==> src/hw/rtl/bufp_pkg.sv <==
// Shared constants, codes and types for the blob unscramble field parser.
`default_nettype none

package bufp_pkg;

    // Delay-line distance of the unscramble XOR
    localparam int SCRAMBLE_DISTANCE = 16;
    localparam int HIST_AW = (SCRAMBLE_DISTANCE > 1) ? $clog2(SCRAMBLE_DISTANCE) : 1;
    localparam int POS_W   = $clog2(SCRAMBLE_DISTANCE + 1);

    // Result queue
    localparam int FIFO_DEPTH = 4;
    localparam int FIFO_AW    = $clog2(FIFO_DEPTH);
    localparam int FIFO_CW    = $clog2(FIFO_DEPTH + 1);

    localparam int VALUE_W = 15;

    // Parse phases
    localparam logic [3:0] PH_MARK1   = 4'd0;
    localparam logic [3:0] PH_LEN1_LO = 4'd1;
    localparam logic [3:0] PH_LEN1_HI = 4'd2;
    localparam logic [3:0] PH_SKIP1   = 4'd3;
    localparam logic [3:0] PH_MARK2   = 4'd4;
    localparam logic [3:0] PH_TYPE_LO = 4'd5;
    localparam logic [3:0] PH_TYPE_HI = 4'd6;
    localparam logic [3:0] PH_MARK3   = 4'd7;
    localparam logic [3:0] PH_LEN2_LO = 4'd8;
    localparam logic [3:0] PH_LEN2_HI = 4'd9;
    localparam logic [3:0] PH_DATA    = 4'd10;
    localparam logic [3:0] PH_DONE    = 4'd11;

    // Result kinds
    localparam logic [1:0] KIND_TYPE  = 2'd0;
    localparam logic [1:0] KIND_DATA  = 2'd1;
    localparam logic [1:0] KIND_EMPTY = 2'd2;
    localparam logic [1:0] KIND_ERROR = 2'd3;

    // Error codes
    localparam logic [1:0] ERR_NONE     = 2'd0;
    localparam logic [1:0] ERR_INT      = 2'd1;
    localparam logic [1:0] ERR_INT_HI   = 2'd2;
    localparam logic [1:0] ERR_BYTES    = 2'd3;

    localparam logic [7:0] VARINT_MORE = 8'h80;

    typedef struct packed {
        logic [7:0] data;
        logic       final_flag;
    } item_t;

    typedef struct packed {
        logic [1:0]         kind;
        logic [VALUE_W-1:0] value;
        logic [1:0]         err;
        logic               done;
    } result_t;

    typedef struct packed {
        logic [1:0] count;
        result_t    res0;
        result_t    res1;
    } push_t;

endpackage

`default_nettype wire

==> src/hw/rtl/bufp_if.sv <==
// Valid/ready channel interfaces for blob bytes in and parsed results out.
`default_nettype none

interface bufp_in_if;
    logic       valid;
    logic       ready;
    logic [7:0] byte_in;
    logic       final_byte;

    modport source (output valid, output byte_in, output final_byte, input ready);
    modport sink   (input valid, input byte_in, input final_byte, output ready);
endinterface

interface bufp_out_if;
    logic        valid;
    logic        ready;
    logic [1:0]  result_kind;
    logic [14:0] value;
    logic [1:0]  error_code;
    logic        record_done;

    modport source (output valid, output result_kind, output value, output error_code,
                    output record_done, input ready);
    modport sink   (input valid, input result_kind, input value, input error_code,
                    input record_done, output ready);
endinterface

`default_nettype wire

==> src/hw/rtl/bufp_unscramble.sv <==
// History RAM delay line and byte unscramble stage.
`default_nettype none

module bufp_unscramble
(
    input  wire logic           clk,
    input  wire logic           rst_n,
    input  wire logic           in_valid,
    input  wire logic [7:0]     in_data,
    input  wire logic           in_final,
    output logic                in_ready,
    output logic                item_valid,
    output bufp_pkg::item_t     item,
    input  wire logic           item_take
);

    logic [7:0] hist_mem [bufp_pkg::SCRAMBLE_DISTANCE];
    logic [7:0] hist_rd_reg;
    logic [7:0] raw_reg;
    logic       fin_reg;
    logic       xen_reg;
    logic       valid_reg;
    logic [bufp_pkg::HIST_AW-1:0] wp_reg;
    logic [bufp_pkg::HIST_AW-1:0] wp_next;
    logic [bufp_pkg::POS_W-1:0]   pos_reg;
    logic [bufp_pkg::POS_W-1:0]   pos_next;
    logic accept;
    logic pos_full;

    assign in_ready = !valid_reg || item_take;
    assign accept   = in_valid && in_ready;
    assign pos_full = (pos_reg == bufp_pkg::POS_W'(bufp_pkg::SCRAMBLE_DISTANCE));

    assign wp_next = (wp_reg == bufp_pkg::HIST_AW'(bufp_pkg::SCRAMBLE_DISTANCE - 1))
                     ? '0 : wp_reg + 1'b1;

    always_comb
    begin
        if (in_final)
            pos_next = '0;
        else if (pos_full)
            pos_next = pos_reg;
        else
            pos_next = pos_reg + 1'b1;
    end

    // Read-before-write: the slot holds the byte from one full lap ago
    always_ff @(posedge clk)
    begin
        if (accept)
        begin
            hist_rd_reg      <= hist_mem[wp_reg];
            hist_mem[wp_reg] <= in_data;
            raw_reg          <= in_data;
            fin_reg          <= in_final;
            xen_reg          <= pos_full;
        end
    end

    always_ff @(posedge clk or negedge rst_n)
    begin
        if (!rst_n)
        begin
            valid_reg <= 1'b0;
            wp_reg    <= '0;
            pos_reg   <= '0;
        end
        else
        begin
            if (accept)
            begin
                valid_reg <= 1'b1;
                wp_reg    <= wp_next;
                pos_reg   <= pos_next;
            end
            else if (item_take)
            begin
                valid_reg <= 1'b0;
            end
        end
    end

    assign item_valid      = valid_reg;
    assign item.data       = raw_reg ^ (xen_reg ? hist_rd_reg : 8'h00);
    assign item.final_flag = fin_reg;

endmodule

`default_nettype wire

==> src/hw/rtl/bufp_parser.sv <==
// Field parse state machine: markers, varints, skip field and auth data.
`default_nettype none

module bufp_parser
(
    input  wire logic                          clk,
    input  wire logic                          rst_n,
    input  wire logic                          item_valid,
    input  wire bufp_pkg::item_t               item,
    output logic                               item_take,
    input  wire logic [bufp_pkg::FIFO_CW-1:0]  free,
    output bufp_pkg::push_t                    push
);

    logic [3:0]  phase_reg;
    logic [3:0]  phase_next;
    logic [3:0]  phase_step;
    logic [6:0]  vlow_reg;
    logic [6:0]  vlow_next;
    logic [14:0] left_reg;
    logic [14:0] left_next;
    logic [14:0] left_dec;
    logic [14:0] len;
    logic [7:0]  b;
    logic        r0_valid;
    bufp_pkg::result_t r0;
    bufp_pkg::result_t rerr;
    logic [1:0]  err;
    logic        fin;
    logic [1:0]  need;

    assign b        = item.data;
    assign fin      = item.final_flag;
    assign left_dec = left_reg - 15'd1;

    always_comb
    begin
        phase_step = phase_reg;
        vlow_next  = vlow_reg;
        left_next  = left_reg;
        r0_valid   = 1'b0;
        r0         = '0;
        len        = '0;
        case (phase_reg)
            bufp_pkg::PH_MARK1: phase_step = bufp_pkg::PH_LEN1_LO;
            bufp_pkg::PH_MARK2: phase_step = bufp_pkg::PH_TYPE_LO;
            bufp_pkg::PH_MARK3: phase_step = bufp_pkg::PH_LEN2_LO;
            bufp_pkg::PH_LEN1_LO, bufp_pkg::PH_LEN1_HI:
            begin
                if (phase_reg == bufp_pkg::PH_LEN1_LO && (b & bufp_pkg::VARINT_MORE) != 8'h00)
                begin
                    vlow_next  = b[6:0];
                    phase_step = bufp_pkg::PH_LEN1_HI;
                end
                else
                begin
                    len = (phase_reg == bufp_pkg::PH_LEN1_LO) ? {7'd0, b} : {b, vlow_reg};
                    left_next  = len;
                    phase_step = (len != '0) ? bufp_pkg::PH_SKIP1 : bufp_pkg::PH_MARK2;
                end
            end
            bufp_pkg::PH_SKIP1:
            begin
                left_next = left_dec;
                if (left_dec == '0)
                    phase_step = bufp_pkg::PH_MARK2;
            end
            bufp_pkg::PH_TYPE_LO:
            begin
                if ((b & bufp_pkg::VARINT_MORE) != 8'h00)
                begin
                    vlow_next  = b[6:0];
                    phase_step = bufp_pkg::PH_TYPE_HI;
                end
                else
                begin
                    r0_valid   = 1'b1;
                    r0.kind    = bufp_pkg::KIND_TYPE;
                    r0.value   = {7'd0, b};
                    phase_step = bufp_pkg::PH_MARK3;
                end
            end
            bufp_pkg::PH_TYPE_HI:
            begin
                r0_valid   = 1'b1;
                r0.kind    = bufp_pkg::KIND_TYPE;
                r0.value   = {b, vlow_reg};
                phase_step = bufp_pkg::PH_MARK3;
            end
            bufp_pkg::PH_LEN2_LO, bufp_pkg::PH_LEN2_HI:
            begin
                if (phase_reg == bufp_pkg::PH_LEN2_LO && (b & bufp_pkg::VARINT_MORE) != 8'h00)
                begin
                    vlow_next  = b[6:0];
                    phase_step = bufp_pkg::PH_LEN2_HI;
                end
                else
                begin
                    len = (phase_reg == bufp_pkg::PH_LEN2_LO) ? {7'd0, b} : {b, vlow_reg};
                    left_next = len;
                    if (len == '0)
                    begin
                        r0_valid   = 1'b1;
                        r0.kind    = bufp_pkg::KIND_EMPTY;
                        r0.done    = 1'b1;
                        phase_step = bufp_pkg::PH_DONE;
                    end
                    else
                    begin
                        phase_step = bufp_pkg::PH_DATA;
                    end
                end
            end
            bufp_pkg::PH_DATA:
            begin
                left_next = left_dec;
                r0_valid  = 1'b1;
                r0.kind   = bufp_pkg::KIND_DATA;
                r0.value  = {7'd0, b};
                r0.done   = (left_dec == '0);
                if (left_dec == '0)
                    phase_step = bufp_pkg::PH_DONE;
            end
            default: phase_step = bufp_pkg::PH_DONE;
        endcase
    end

    // Truncation is judged on the phase reached after this byte
    always_comb
    begin
        err = bufp_pkg::ERR_NONE;
        if (fin)
        begin
            case (phase_step)
                bufp_pkg::PH_MARK1, bufp_pkg::PH_LEN1_LO, bufp_pkg::PH_MARK2,
                bufp_pkg::PH_TYPE_LO, bufp_pkg::PH_MARK3, bufp_pkg::PH_LEN2_LO:
                    err = bufp_pkg::ERR_INT;
                bufp_pkg::PH_LEN1_HI, bufp_pkg::PH_TYPE_HI, bufp_pkg::PH_LEN2_HI:
                    err = bufp_pkg::ERR_INT_HI;
                bufp_pkg::PH_SKIP1, bufp_pkg::PH_DATA:
                    err = bufp_pkg::ERR_BYTES;
                default:
                    err = bufp_pkg::ERR_NONE;
            endcase
        end
    end

    always_comb
    begin
        rerr      = '0;
        rerr.kind = bufp_pkg::KIND_ERROR;
        rerr.err  = err;
        rerr.done = 1'b1;
        push      = '0;
        if (r0_valid)
        begin
            push.res0  = r0;
            push.res1  = rerr;
            push.count = (err != bufp_pkg::ERR_NONE) ? 2'd2 : 2'd1;
        end
        else
        begin
            push.res0  = rerr;
            push.count = (err != bufp_pkg::ERR_NONE) ? 2'd1 : 2'd0;
        end
        if (!item_take)
            push.count = 2'd0;
    end

    // Results this byte will push, checked against queue space before taking it
    assign need       = {1'b0, r0_valid} + {1'b0, (err != bufp_pkg::ERR_NONE)};
    assign item_take  = item_valid && (bufp_pkg::FIFO_CW'(need) <= free);
    assign phase_next = fin ? bufp_pkg::PH_MARK1 : phase_step;

    always_ff @(posedge clk or negedge rst_n)
    begin
        if (!rst_n)
        begin
            phase_reg <= bufp_pkg::PH_MARK1;
            vlow_reg  <= '0;
            left_reg  <= '0;
        end
        else if (item_take)
        begin
            phase_reg <= phase_next;
            vlow_reg  <= fin ? 7'd0 : vlow_next;
            left_reg  <= fin ? 15'd0 : left_next;
        end
    end

`ifndef SYNTHESIS
    a_push_fits: assert property (@(posedge clk) disable iff (!rst_n)
        item_take |-> ({1'b0, push.count} <= free))
        else $error("parser pushed more results than the queue can hold");

    a_fin_rewinds: assert property (@(posedge clk) disable iff (!rst_n)
        item_take && item.final_flag |=> phase_reg == bufp_pkg::PH_MARK1
            && left_reg == '0)
        else $error("parser did not rewind after the last byte of a blob");

    a_done_quiet: assert property (@(posedge clk) disable iff (!rst_n)
        item_take && phase_reg == bufp_pkg::PH_DONE |-> push.count == 2'd0)
        else $error("trailing byte produced a result");
`endif

endmodule

`default_nettype wire

==> src/hw/rtl/bufp_result_fifo.sv <==
// Small result queue taking up to two results per cycle and giving one when out_ready is high.
`default_nettype none

module bufp_result_fifo
(
    input  wire logic                          clk,
    input  wire logic                          rst_n,
    input  wire bufp_pkg::push_t               push,
    output logic [bufp_pkg::FIFO_CW-1:0]       free,
    output logic                               out_valid,
    output bufp_pkg::result_t                  out_res,
    input  wire logic                          out_ready
);

    bufp_pkg::result_t entry_reg [bufp_pkg::FIFO_DEPTH];
    logic [bufp_pkg::FIFO_AW-1:0] wp_reg;
    logic [bufp_pkg::FIFO_AW-1:0] rp_reg;
    logic [bufp_pkg::FIFO_AW-1:0] wp_plus1;
    logic [bufp_pkg::FIFO_CW-1:0] count_reg;
    logic [bufp_pkg::FIFO_CW-1:0] count_next;
    logic pop;

    assign free      = bufp_pkg::FIFO_CW'(bufp_pkg::FIFO_DEPTH) - count_reg;
    assign out_valid = (count_reg != '0);
    assign out_res   = entry_reg[rp_reg];
    assign pop       = out_valid && out_ready;
    assign wp_plus1  = wp_reg + 1'b1;
    assign count_next = count_reg + bufp_pkg::FIFO_CW'(push.count)
                        - bufp_pkg::FIFO_CW'(pop);

    always_ff @(posedge clk)
    begin
        if (push.count != 2'd0)
            entry_reg[wp_reg] <= push.res0;
        if (push.count == 2'd2)
            entry_reg[wp_plus1] <= push.res1;
    end

    always_ff @(posedge clk or negedge rst_n)
    begin
        if (!rst_n)
        begin
            wp_reg    <= '0;
            rp_reg    <= '0;
            count_reg <= '0;
        end
        else
        begin
            wp_reg    <= wp_reg + bufp_pkg::FIFO_AW'(push.count);
            if (pop)
                rp_reg <= rp_reg + 1'b1;
            count_reg <= count_next;
        end
    end

`ifndef SYNTHESIS
    a_no_overflow: assert property (@(posedge clk) disable iff (!rst_n)
        count_reg <= bufp_pkg::FIFO_CW'(bufp_pkg::FIFO_DEPTH))
        else $error("result queue overflow");

    a_empty_aligned: assert property (@(posedge clk) disable iff (!rst_n)
        count_reg == '0 |-> rp_reg == wp_reg)
        else $error("result queue pointers disagree when empty");

    a_count_track: assert property (@(posedge clk) disable iff (!rst_n)
        pop && push.count == 2'd0 |=> count_reg == $past(count_reg) - 1'b1)
        else $error("result queue count lost a transaction");
`endif

endmodule

`default_nettype wire

==> src/hw/rtl/blob_unscramble_field_parser_top.sv <==
// Top level: unscramble delay line, field parser and result queue.
// A byte is registered in the unscramble stage, and its results in the result queue.
// Throughput: one byte per cycle while the queue has room; results leave one by one.
// The history RAM is read and written once per byte, at the slot one lap back.
// Reset (rst_n low, asynchronous) empties all stages and rewinds the parser;
// no memory clearing pass is needed, the XOR stays off for each blob's first 16 bytes.
`default_nettype none

module blob_unscramble_field_parser_top
(
    input  wire logic clk,
    input  wire logic rst_n,
    bufp_in_if.sink   in_ch,
    bufp_out_if.source out_ch
);

    logic              item_valid;
    logic              item_take;
    bufp_pkg::item_t   item;
    bufp_pkg::push_t   push;
    bufp_pkg::result_t out_res;
    logic [bufp_pkg::FIFO_CW-1:0] free;

    bufp_unscramble u_unscramble
    (
        .clk        (clk),
        .rst_n      (rst_n),
        .in_valid   (in_ch.valid),
        .in_data    (in_ch.byte_in),
        .in_final   (in_ch.final_byte),
        .in_ready   (in_ch.ready),
        .item_valid (item_valid),
        .item       (item),
        .item_take  (item_take)
    );

    bufp_parser u_parser
    (
        .clk        (clk),
        .rst_n      (rst_n),
        .item_valid (item_valid),
        .item       (item),
        .item_take  (item_take),
        .free       (free),
        .push       (push)
    );

    bufp_result_fifo u_fifo
    (
        .clk        (clk),
        .rst_n      (rst_n),
        .push       (push),
        .free       (free),
        .out_valid  (out_ch.valid),
        .out_res    (out_res),
        .out_ready  (out_ch.ready)
    );

    assign out_ch.result_kind = out_res.kind;
    assign out_ch.value       = out_res.value;
    assign out_ch.error_code  = out_res.err;
    assign out_ch.record_done = out_res.done;

endmodule

`default_nettype wire

==> src/flat_wrapper.sv <==
// flat-port wrapper written by rule: the top's interface ports become plain ports
module blob_unscramble_field_parser_top_flat 
  (clk, rst_n, in_ch_valid, in_ch_byte_in, in_ch_final_byte, in_ch_ready, out_ch_valid, out_ch_result_kind, out_ch_value, out_ch_error_code, out_ch_record_done, out_ch_ready);
  bufp_in_if in_ch_i ();
  bufp_out_if out_ch_i ();
  input  wire logic clk;
  input  wire logic rst_n;
  input wire logic [$bits(in_ch_i.valid)-1:0] in_ch_valid;
  input wire logic [$bits(in_ch_i.byte_in)-1:0] in_ch_byte_in;
  input wire logic [$bits(in_ch_i.final_byte)-1:0] in_ch_final_byte;
  output wire logic [$bits(in_ch_i.ready)-1:0] in_ch_ready;
  output wire logic [$bits(out_ch_i.valid)-1:0] out_ch_valid;
  output wire logic [$bits(out_ch_i.result_kind)-1:0] out_ch_result_kind;
  output wire logic [$bits(out_ch_i.value)-1:0] out_ch_value;
  output wire logic [$bits(out_ch_i.error_code)-1:0] out_ch_error_code;
  output wire logic [$bits(out_ch_i.record_done)-1:0] out_ch_record_done;
  input wire logic [$bits(out_ch_i.ready)-1:0] out_ch_ready;
  assign in_ch_i.valid = in_ch_valid;
  assign in_ch_i.byte_in = in_ch_byte_in;
  assign in_ch_i.final_byte = in_ch_final_byte;
  assign in_ch_ready = in_ch_i.ready;
  assign out_ch_valid = out_ch_i.valid;
  assign out_ch_result_kind = out_ch_i.result_kind;
  assign out_ch_value = out_ch_i.value;
  assign out_ch_error_code = out_ch_i.error_code;
  assign out_ch_record_done = out_ch_i.record_done;
  assign out_ch_i.ready = out_ch_ready;
  blob_unscramble_field_parser_top u_core (.clk(clk), .rst_n(rst_n), .in_ch(in_ch_i), .out_ch(out_ch_i));
endmodule
==> config.mk <==
export PLATFORM = sky130hd
export DESIGN_NAME = blob_unscramble_field_parser_top_flat
export DESIGN_NICKNAME = d
export VERILOG_FILES = /design/src/hw/rtl/bufp_pkg.sv /design/src/hw/rtl/bufp_if.sv /design/src/hw/rtl/bufp_unscramble.sv /design/src/hw/rtl/bufp_parser.sv /design/src/hw/rtl/bufp_result_fifo.sv /design/src/hw/rtl/blob_unscramble_field_parser_top.sv /design/src/flat_wrapper.sv
export SDC_FILE = /design/constraint.sdc
export NUM_CORES = 1
export LEC_CHECK = 0
export ABC_AREA = 1
export BUFFER_PORTS_ARGS = -buffer_cell sky130_fd_sc_hd__buf_2
export CELL_PAD_IN_SITES_DETAIL_PLACEMENT = 0
export CELL_PAD_IN_SITES_GLOBAL_PLACEMENT = 1
export CORE_UTILIZATION = 49
export DETAILED_ROUTE_END_ITERATION = 10
export PLACE_DENSITY = 0.88
export SLEW_MARGIN = 20
export SYNTH_ARGS = -nofsm -noshare
export SYNTH_HDL_FRONTEND = slang
export SYNTH_SLANG_ARGS = --single-unit
==> constraint.sdc <==
create_clock -name clk -period 6.3 [get_ports clk]
set_input_delay 0.315 -clock clk [delete_from_list [all_inputs] [get_ports clk]]
set_output_delay 0.315 -clock clk [all_outputs]
set_load 0.05 [all_outputs]
# ---- Word-level counts from Yosys, hierarchy flattened
# Memory sizes are Yosys's and may differ from the RTL's. A register that Yosys moved wholly into a read port is not among the register bits.
# Index checks and enable logic that the tools add are counted.
dict set report classes {
  n_eq_ne 19
  magnitude_cmp 1
  n_addsub 10
  n_mux 48
  bitwise_logic 1
  n_reduce_logical 24
}
# op n
set op_table {}
lappend op_table {{$pmux W15 S3} 2}
lappend op_table {{$mux W15} 5}
lappend op_table {{$pmux W4 S9} 1}
lappend op_table {{$mux W7} 5}
lappend op_table {{$logic_not A15 Y1} 2}
lappend op_table {{$mux W22} 1}
lappend op_table {{$pmux W7 S3} 1}
lappend op_table {{$mux W20} 1}
lappend op_table {{$mux W4} 5}
lappend op_table {{$eq A4 B3 Y1 const B} 4}
lappend op_table {{$eq A4 B4 Y1 const B} 4}
lappend op_table {{$ne A3 B2 Y1 const B} 5}
lappend op_table {{$reduce_bool A15 Y1} 1}
lappend op_table {{$sub A15 B1 Y15 const B} 1}
lappend op_table {{$mux W1} 14}
lappend op_table {{$mux W2} 5}
lappend op_table {{$mux W5} 2}
lappend op_table {{$eq A4 B2 Y1 const B} 2}
lappend op_table {{$mux W8} 1}
lappend op_table {{$reduce_bool A4 Y1} 2}
lappend op_table {{$reduce_or A2 Y1} 4}
lappend op_table {{$xor A8 B8 Y8} 1}
lappend op_table {{$mux W3} 2}
lappend op_table {{$pmux W2 S3} 1}
lappend op_table {{24 further kinds} 31}
dict set report word_totals {
  reg_bits 53
  rom_bits 32
  output_inout_bits 22
  mem_bits_rw 208
  n_memories 3
  word_cells 118
  inputBits 13
}
# name depth width read_ports rd_ports_with_merged_regs write_ports line_no
set mem_list {}
lappend mem_list {u_core.u_unscramble.hist_mem 16 8 1 1 1 bufp_unscramble.sv:17} ;# logic [7:0] hist_mem [bufp_pkg::SCRAMBLE_DISTANCE];
lappend mem_list {u_core.u_fifo.entry_reg 4 20 1 0 2 bufp_result_fifo.sv:15} ;# bufp_pkg::result_t entry_reg [bufp_pkg::FIFO_DEPTH];
lappend mem_list {{(no name shown)} 16 2 1 0 0 bufp_parser.sv:134} ;# case (phase_step)

# ---- Longest topological paths before layout
# An unclocked memory read counts as a cell.
dict set report depth {
  ltp_word 17
  mapped_depth 35
  depth_no_buf 34
}

# ---- Modules after synthesis
# From an unflattened synthesis, not the netlist that was laid out.
dict set report unflattened {
  cells_unflattened 1776
  hier_area_um2 14696.6
}
# module cells_per_inst seq_area_each_um2 area_each_um2 instances
set modules_own_cells {}
lappend modules_own_cells {bufp_unscramble 699 4634.4 6937.9 1}
lappend modules_own_cells {bufp_result_fifo 629 2577.5 5031.1 1}
lappend modules_own_cells {bufp_parser 448 650.6 2727.6 1}

# ---- Worst setup path before layout
# No wires, ideal clock.
dict set report synth_path {
  path_type {register -> register}
  from {register u_core.u_parser.left_reg[0]}
  to {memory u_core.u_unscramble.hist_mem[10][0] (enable)}
  setup_ns 0.371
  arrival_time_ns 5.488
  slack_ns 0.441
  path_stages_with_launch 27
  path_buffers 1
  t_required_ns 5.929
  cell_sequence {dfrtp_1 -> inv_1 -> ha_1 -> nand2_1 -> nor2_2 -> nand2_1 -> nand2_1 -> nand2_1 -> nor4_1 -> nand3_1 -> nand3_1 -> inv_1 -> ha_1 -> nand3_1 -> a21oi_1 -> nand2_2 -> nand2_1 -> ha_1 -> inv_1 -> ha_1 -> nor2_1 -> o211ai_1 -> nand2_1 -> inv_1 -> clkbuf_1 -> nand2_1 -> nor2_1}
}
dict set report synth_between {
  elab_chain_cells 14
}
# element line_no
set synth_lines {}
lappend synth_lines {{start: declaration} bufp_parser.sv:20} ;# logic [14:0] left_reg;
lappend synth_lines {{start signal: assignment} bufp_parser.sv:187} ;# left_reg <= fin ? 15'd0 : left_next;
lappend synth_lines {{$sub A15 B1 Y15 *} bufp_parser.sv:34} ;# assign left_dec = left_reg - 15'd1;
lappend synth_lines {{$logic_not A15 Y1 *} {bufp_parser.sv:65, bufp_parser.sv:121}}
lappend synth_lines {{$mux W4 (on tied branches)} {bufp_parser.sv:121, bufp_parser.sv:65}}
lappend synth_lines {{$pmux W4 S9 *} bufp_parser.sv:44} ;# case (phase_reg)
lappend synth_lines {{$mem_v2 Z16 W2 *} n/a}
lappend synth_lines {{$mux W2 *} bufp_parser.sv:132} ;# if (fin)
lappend synth_lines {{$reduce_bool A2 Y1 *} bufp_parser.sv:171} ;# assign need = {1'b0, r0_valid} + {1'b0, (err != bufp_pkg::ERR_NONE)};
lappend synth_lines {{$add A1 B1 Y2 *} bufp_parser.sv:171}
lappend synth_lines {{$le A2 B3 Y1 *} bufp_parser.sv:172} ;# assign item_take = item_valid && (bufp_pkg::FIFO_CW'(need) <= free);
lappend synth_lines {{$logic_and A1 B1 Y1 *} bufp_parser.sv:172}
lappend synth_lines {{$logic_or A1 B1 Y1 *} bufp_unscramble.sv:30} ;# assign in_ready = !valid_reg || item_take;
lappend synth_lines {{named net in_ch_ready} flat_wrapper.sv:11} ;# output wire logic [$bits(in_ch_i.ready)-1:0] in_ch_ready;
lappend synth_lines {{$logic_and A1 B1 Y1 *} bufp_unscramble.sv:31} ;# assign accept = in_valid && in_ready;
lappend synth_lines {{named net u_core.u_unscramble.accept} bufp_unscramble.sv:27} ;# logic accept;
lappend synth_lines {{$mux W1 *} bufp_unscramble.sv:50} ;# if (accept)
lappend synth_lines {{$mux W1 (not written as such) *} bufp_unscramble.sv:53} ;# hist_mem[wp_reg] <= in_data;
lappend synth_lines {{end: declaration} bufp_unscramble.sv:17}
# Mark *: on every way through the listed nets, which the timed path passes. The rest lies on a longest branch.

==> Flow_metrics.wiki <==
{| class="wikitable"
! Metric !! Value
|-
| Critical path endpoint category || flop
|-
| Post-synth top flop || sky130_fd_sc_hd__edfxtp_1
|-
| Total count of max-transition violations in the final report || 0
|-
| Startpoint of the most critical register-to-register path || u_core.u_parser.left_reg[0]$_DFFE_PN0P_
|-
| Wire length of the first global-routing pass || between 40000 and 50000 um
|-
| CP Data Arrival Time || about 5800 ps
|-
| Post-route setup slack || roughly 650 ps
|-
| CTS-repair resized insts || 0
|-
| Number of distinct library cells after synthesis || 46
|-
| Netlist area before placement || ~0.013 mm2
|-
| Fmax || approximately 180 MHz
|-
| Worst slew pin tran || 1090 ps
|-
| Number of hold violations in the final report || 0
|-
| Number of flip-flops in the largest register || between 100 and 150
|-
| Starting density of the core || 0.498
|-
| Starting DRT DRC Count || around 900
|-
| DRC violations left || 0
|-
| Biggest fanout along the worst timing path || 19
|-
| Minimum clock period after layout || approximately 5600 ps
|-
| # rows || 58
|-
| Setup repair after global routing missed its margin || false
|-
| Post-Route Skew || between 15 and 20 ps
|-
| Core outline area || about 0.025 mm2
|-
| Rel. slew slack || 0.271
|-
| Share of async-settable or async-resettable flops after synthesis || 0.160
|-
| Buffer levels on the longest clock path || 3
|-
| Fill count || between 2000 and 2500
|-
| Antenna Violating Nets Remaining || 0
|-
| Global routing met3 resource utilization || 0.0322
|-
| Met1 demand-to-capacity share in global routing || 0.312
|-
| Total of endpoints with negative setup slack in the final report || 0
|-
| Sequential cell area fraction in the yosys report || 0.580
|-
| Finished Layout Cells || approximately 1700
|-
| First drt pass iteration count || 4
|-
| Slowest-stage cell, CP || sky130_fd_sc_hd__o21ai_2
|-
| Routed WL per cell || ~18 um
|-
| Number of antenna violations at the first check in global routing || 1
|-
| DP Cell Count || about 1700
|-
| Total Negative Setup Slacks || 0 ps
|-
| Post-detailed-routing wire length || 30700 um
|-
| Io pins || 35
|-
| Share of layout cells above drive strength 1 || 0.104
|-
| TritonCTS Buffers || 28
|-
| Number of levels the H-tree was split into || 1
|-
| Setup WS pre-CTS || between 700 and 800 ps
|-
| Global route overflow || 0
|-
| CTS tree || yes
|-
| Result of the run || finished, final reports clean
|-
| Total clock sinks || 269
|-
| Area delta synth->final || 11.2%
|-
| Met2 routing resource usage after global routing || 0.399
|-
| # Post-CTS Setup Buffers || 0
|-
| Worst hold path type || input port to flop
|-
| Pin count of the biggest net entering global routing || between 60 and 70
|-
| Total number of vias || a little under 10000
|-
| Multi-input combinational cell area || roughly 0.0045 mm2
|-
| Period Utilization, post-route || 0.897
|-
| Most Frequent Cell on Critical Path || sky130_fd_sc_hd__nand2_1
|-
| Global-route layer with the greatest usage || met2
|-
| Leading cell type in the layout, fill and taps excluded || sky130_fd_sc_hd__nand2_1
|-
| Hold slack || 150 ps
|-
| Power per unit of standard cell area || around 500 mW/mm2
|-
| Number of enable-type register cells in the synthesized netlist || 166
|-
| Min-Delay Startpoint || in_ch_valid
|-
| Total nets after synthesis || between 1000 and 1500
|-
| Estimated wirelength of the detail-placed design || 20500 um
|-
| R2R Setup Slk || roughly 650 ps
|-
| Quantity of I/O buffers inserted on ports || 34
|-
| Clock insertion delay at the later pin of the skew report || 550 ps
|-
| Data required time at the worst endpoint || ~6500 ps
|-
| Worst stage delay on the critical path || 760 ps
|-
| YS warnings || 0
|-
| FF-to-FF path depth || 27
|-
| Floorplan die width || around 160 um
|-
| Kind of start point of the critical path || flop
|-
| Leakage || between 5 and 6 nW
|-
| Synthesized area divided by synthesized cell count || just over 9 um2
|-
| Die footprint || between 0.02 and 0.03 mm2
|-
| Total routing usage reported by global routing || 0.237
|-
| Number of flip-flops and latches in the synthesized netlist || roughly 270
|-
| Die H || about 160 um
|-
| Final nets || 1400
|-
| CTS clock-pin slew for the worst setup and hold paths || 60 ps
|-
| Endpoint of the worst-slack reg-to-reg timing path || u_core.u_fifo.entry_reg[0][19]$_DFFE_PP_
|-
| Highest ir drop seen on vdd || 0.000343 V
|-
| Root Buffer Master || sky130_fd_sc_hd__clkbuf_16
|-
| Per-cell via count in the routed design || ~5.6
|-
| Startpoint-to-endpoint class of the critical path || flop to flop
|-
| Vias in the first global route || between 9000 and 10000
|-
| Cell count of the worst hold path || 3
|-
| Storage cell area || 0.00726 mm2
|-
| Max cap viols || 0
|-
| GPL Wtd Cong || between 0.9 and 1
|-
| Hold_buf cts || 2
|-
| Number of cells produced by synthesis || roughly 1300
|-
| Hold Path Sink || u_core.u_unscramble.item_valid$_DFFE_PN0P_
|-
| Highest-count cells in the layout ignoring fill and taps || sky130_fd_sc_hd__nand2_1 (200), sky130_fd_sc_hd__nor2_1 (194), sky130_fd_sc_hd__o21ai_0 (182)
|}
==> worst max path at each step <==
stage                                                 start                                            end  slack [ps]  depth (start not counted)
finish              u_core.u_parser.left_reg[0]$_DFFE_PN0P_       u_core.u_fifo.entry_reg[0][19]$_DFFE_PP_         650                         27
global route        u_core.u_parser.left_reg[0]$_DFFE_PN0P_        u_core.u_fifo.entry_reg[0][1]$_DFFE_PP_         160                         27
CTS                 u_core.u_parser.left_reg[0]$_DFFE_PN0P_       u_core.u_fifo.entry_reg[0][19]$_DFFE_PP_         740                         27
detailed placement  u_core.u_parser.left_reg[0]$_DFFE_PN0P_       u_core.u_fifo.entry_reg[0][19]$_DFFE_PP_         790                         27
global placement    u_core.u_parser.left_reg[0]$_DFFE_PN0P_        u_core.u_fifo.entry_reg[0][2]$_DFFE_PP_         930                         27
floorplan           u_core.u_parser.left_reg[0]$_DFFE_PN0P_  u_core.u_unscramble.hist_mem[10][0]$_DFFE_PP_         440                         26
==> cell usage after synthesis, types with 3 or more instances <==
| cell | n | area share |
|---|---|---|
| sky130_fd_sc_hd__nand3_1 | 94 | 0.038 |
| sky130_fd_sc_hd__nor2_2 | 5 | 0.0025 |
| sky130_fd_sc_hd__buf_2 | 12 | 0.0048 |
| sky130_fd_sc_hd__buf_4 | 3 | 0.0018 |
| sky130_fd_sc_hd__ha_1 | 20 | 0.020 |
| sky130_fd_sc_hd__nor2_1 | 194 | 0.058 |
| sky130_fd_sc_hd__o22ai_1 | 79 | 0.039 |
| sky130_fd_sc_hd__o21ai_0 | 182 | 0.073 |
| sky130_fd_sc_hd__inv_2 | 9 | 0.0027 |
| sky130_fd_sc_hd__o21ai_2 | 3 | 0.0021 |
| sky130_fd_sc_hd__buf_6 | 3 | 0.0027 |
| sky130_fd_sc_hd__nand2_2 | 7 | 0.0035 |
| sky130_fd_sc_hd__nand2_1 | 200 | 0.060 |
| sky130_fd_sc_hd__dfxtp_1 | 60 | 0.096 |
| sky130_fd_sc_hd__o21ai_1 | 19 | 0.0076 |
| sky130_fd_sc_hd__a22oi_1 | 12 | 0.0072 |
| sky130_fd_sc_hd__o22ai_2 | 10 | 0.010 |
| sky130_fd_sc_hd__xor2_1 | 6 | 0.0042 |
| sky130_fd_sc_hd__nand4_1 | 13 | 0.0065 |
| sky130_fd_sc_hd__a21oi_1 | 14 | 0.0056 |
| sky130_fd_sc_hd__dfrtp_1 | 43 | 0.086 |
| sky130_fd_sc_hd__clkbuf_1 | 38 | 0.011 |
| sky130_fd_sc_hd__edfxtp_1 | 166 | 0.40 |
| sky130_fd_sc_hd__inv_1 | 118 | 0.035 |
==> stage by stage <==
step / util / instance area, um2 / power (mW)
detailed placement: 0.516 / 13000 / 5.31
CTS: 0.554 / 13900 / 6.93
finish: 0.554 / 13900 / 6.93
global placement: 0.516 / 13000 / 5.27
floorplan: - / 12500 / 4.56
global route: 0.554 / 13900 / 7.35
==> kinds of logic after synthesis <==
logic type | Yosys count | synth area share
xor+xnor | 8 | 0.00560
fa+ha+maj | 21 | 0.0216
buf+inv | 188 | 0.0607
flops | 269 | 0.580
compound gates | 326 | 0.149
simple gates | 528 | 0.183
==> critical path, delay by kind of cell, from the launching register on <==
kind                     cells  cell delay (ps)
AO/OA/AOI/OAI                4             1020
adder cells (fa/ha/maj)      4             1090
buffers and inverters        5              500
flip-flops                   1              400
AND/OR/NAND/NOR             14             2250
==> metal layers <==
metal | wire, um | vias up
met5 | 0 | -
met4 | 961 | 0
li1 | - | 4676
met1 | 13300 | 4631
met3 | 1720 | 62
met2 | 14800 | 316
==> power breakdown <==
part / switching [mW] / leakage, nW / internal [mW]
Sequential: 0.188 / 2.55 / 2.22
Clock: 0.681 / 0.450 / 0.936
Combinational: 2.09 / 2.43 / 0.814
==> layout make-up <==
type,instances,area share
diodes,1,0.000180
clock buffers,40,0.0608
clock inverters,12,0.00620
inverters,131,0.0357
multi-input cells,883,0.323
flip-flops and latches,269,0.522
well taps,330,0.0297
repair buffers,53,0.0228
No activity file was read; power rests on OpenSTA's default activity.
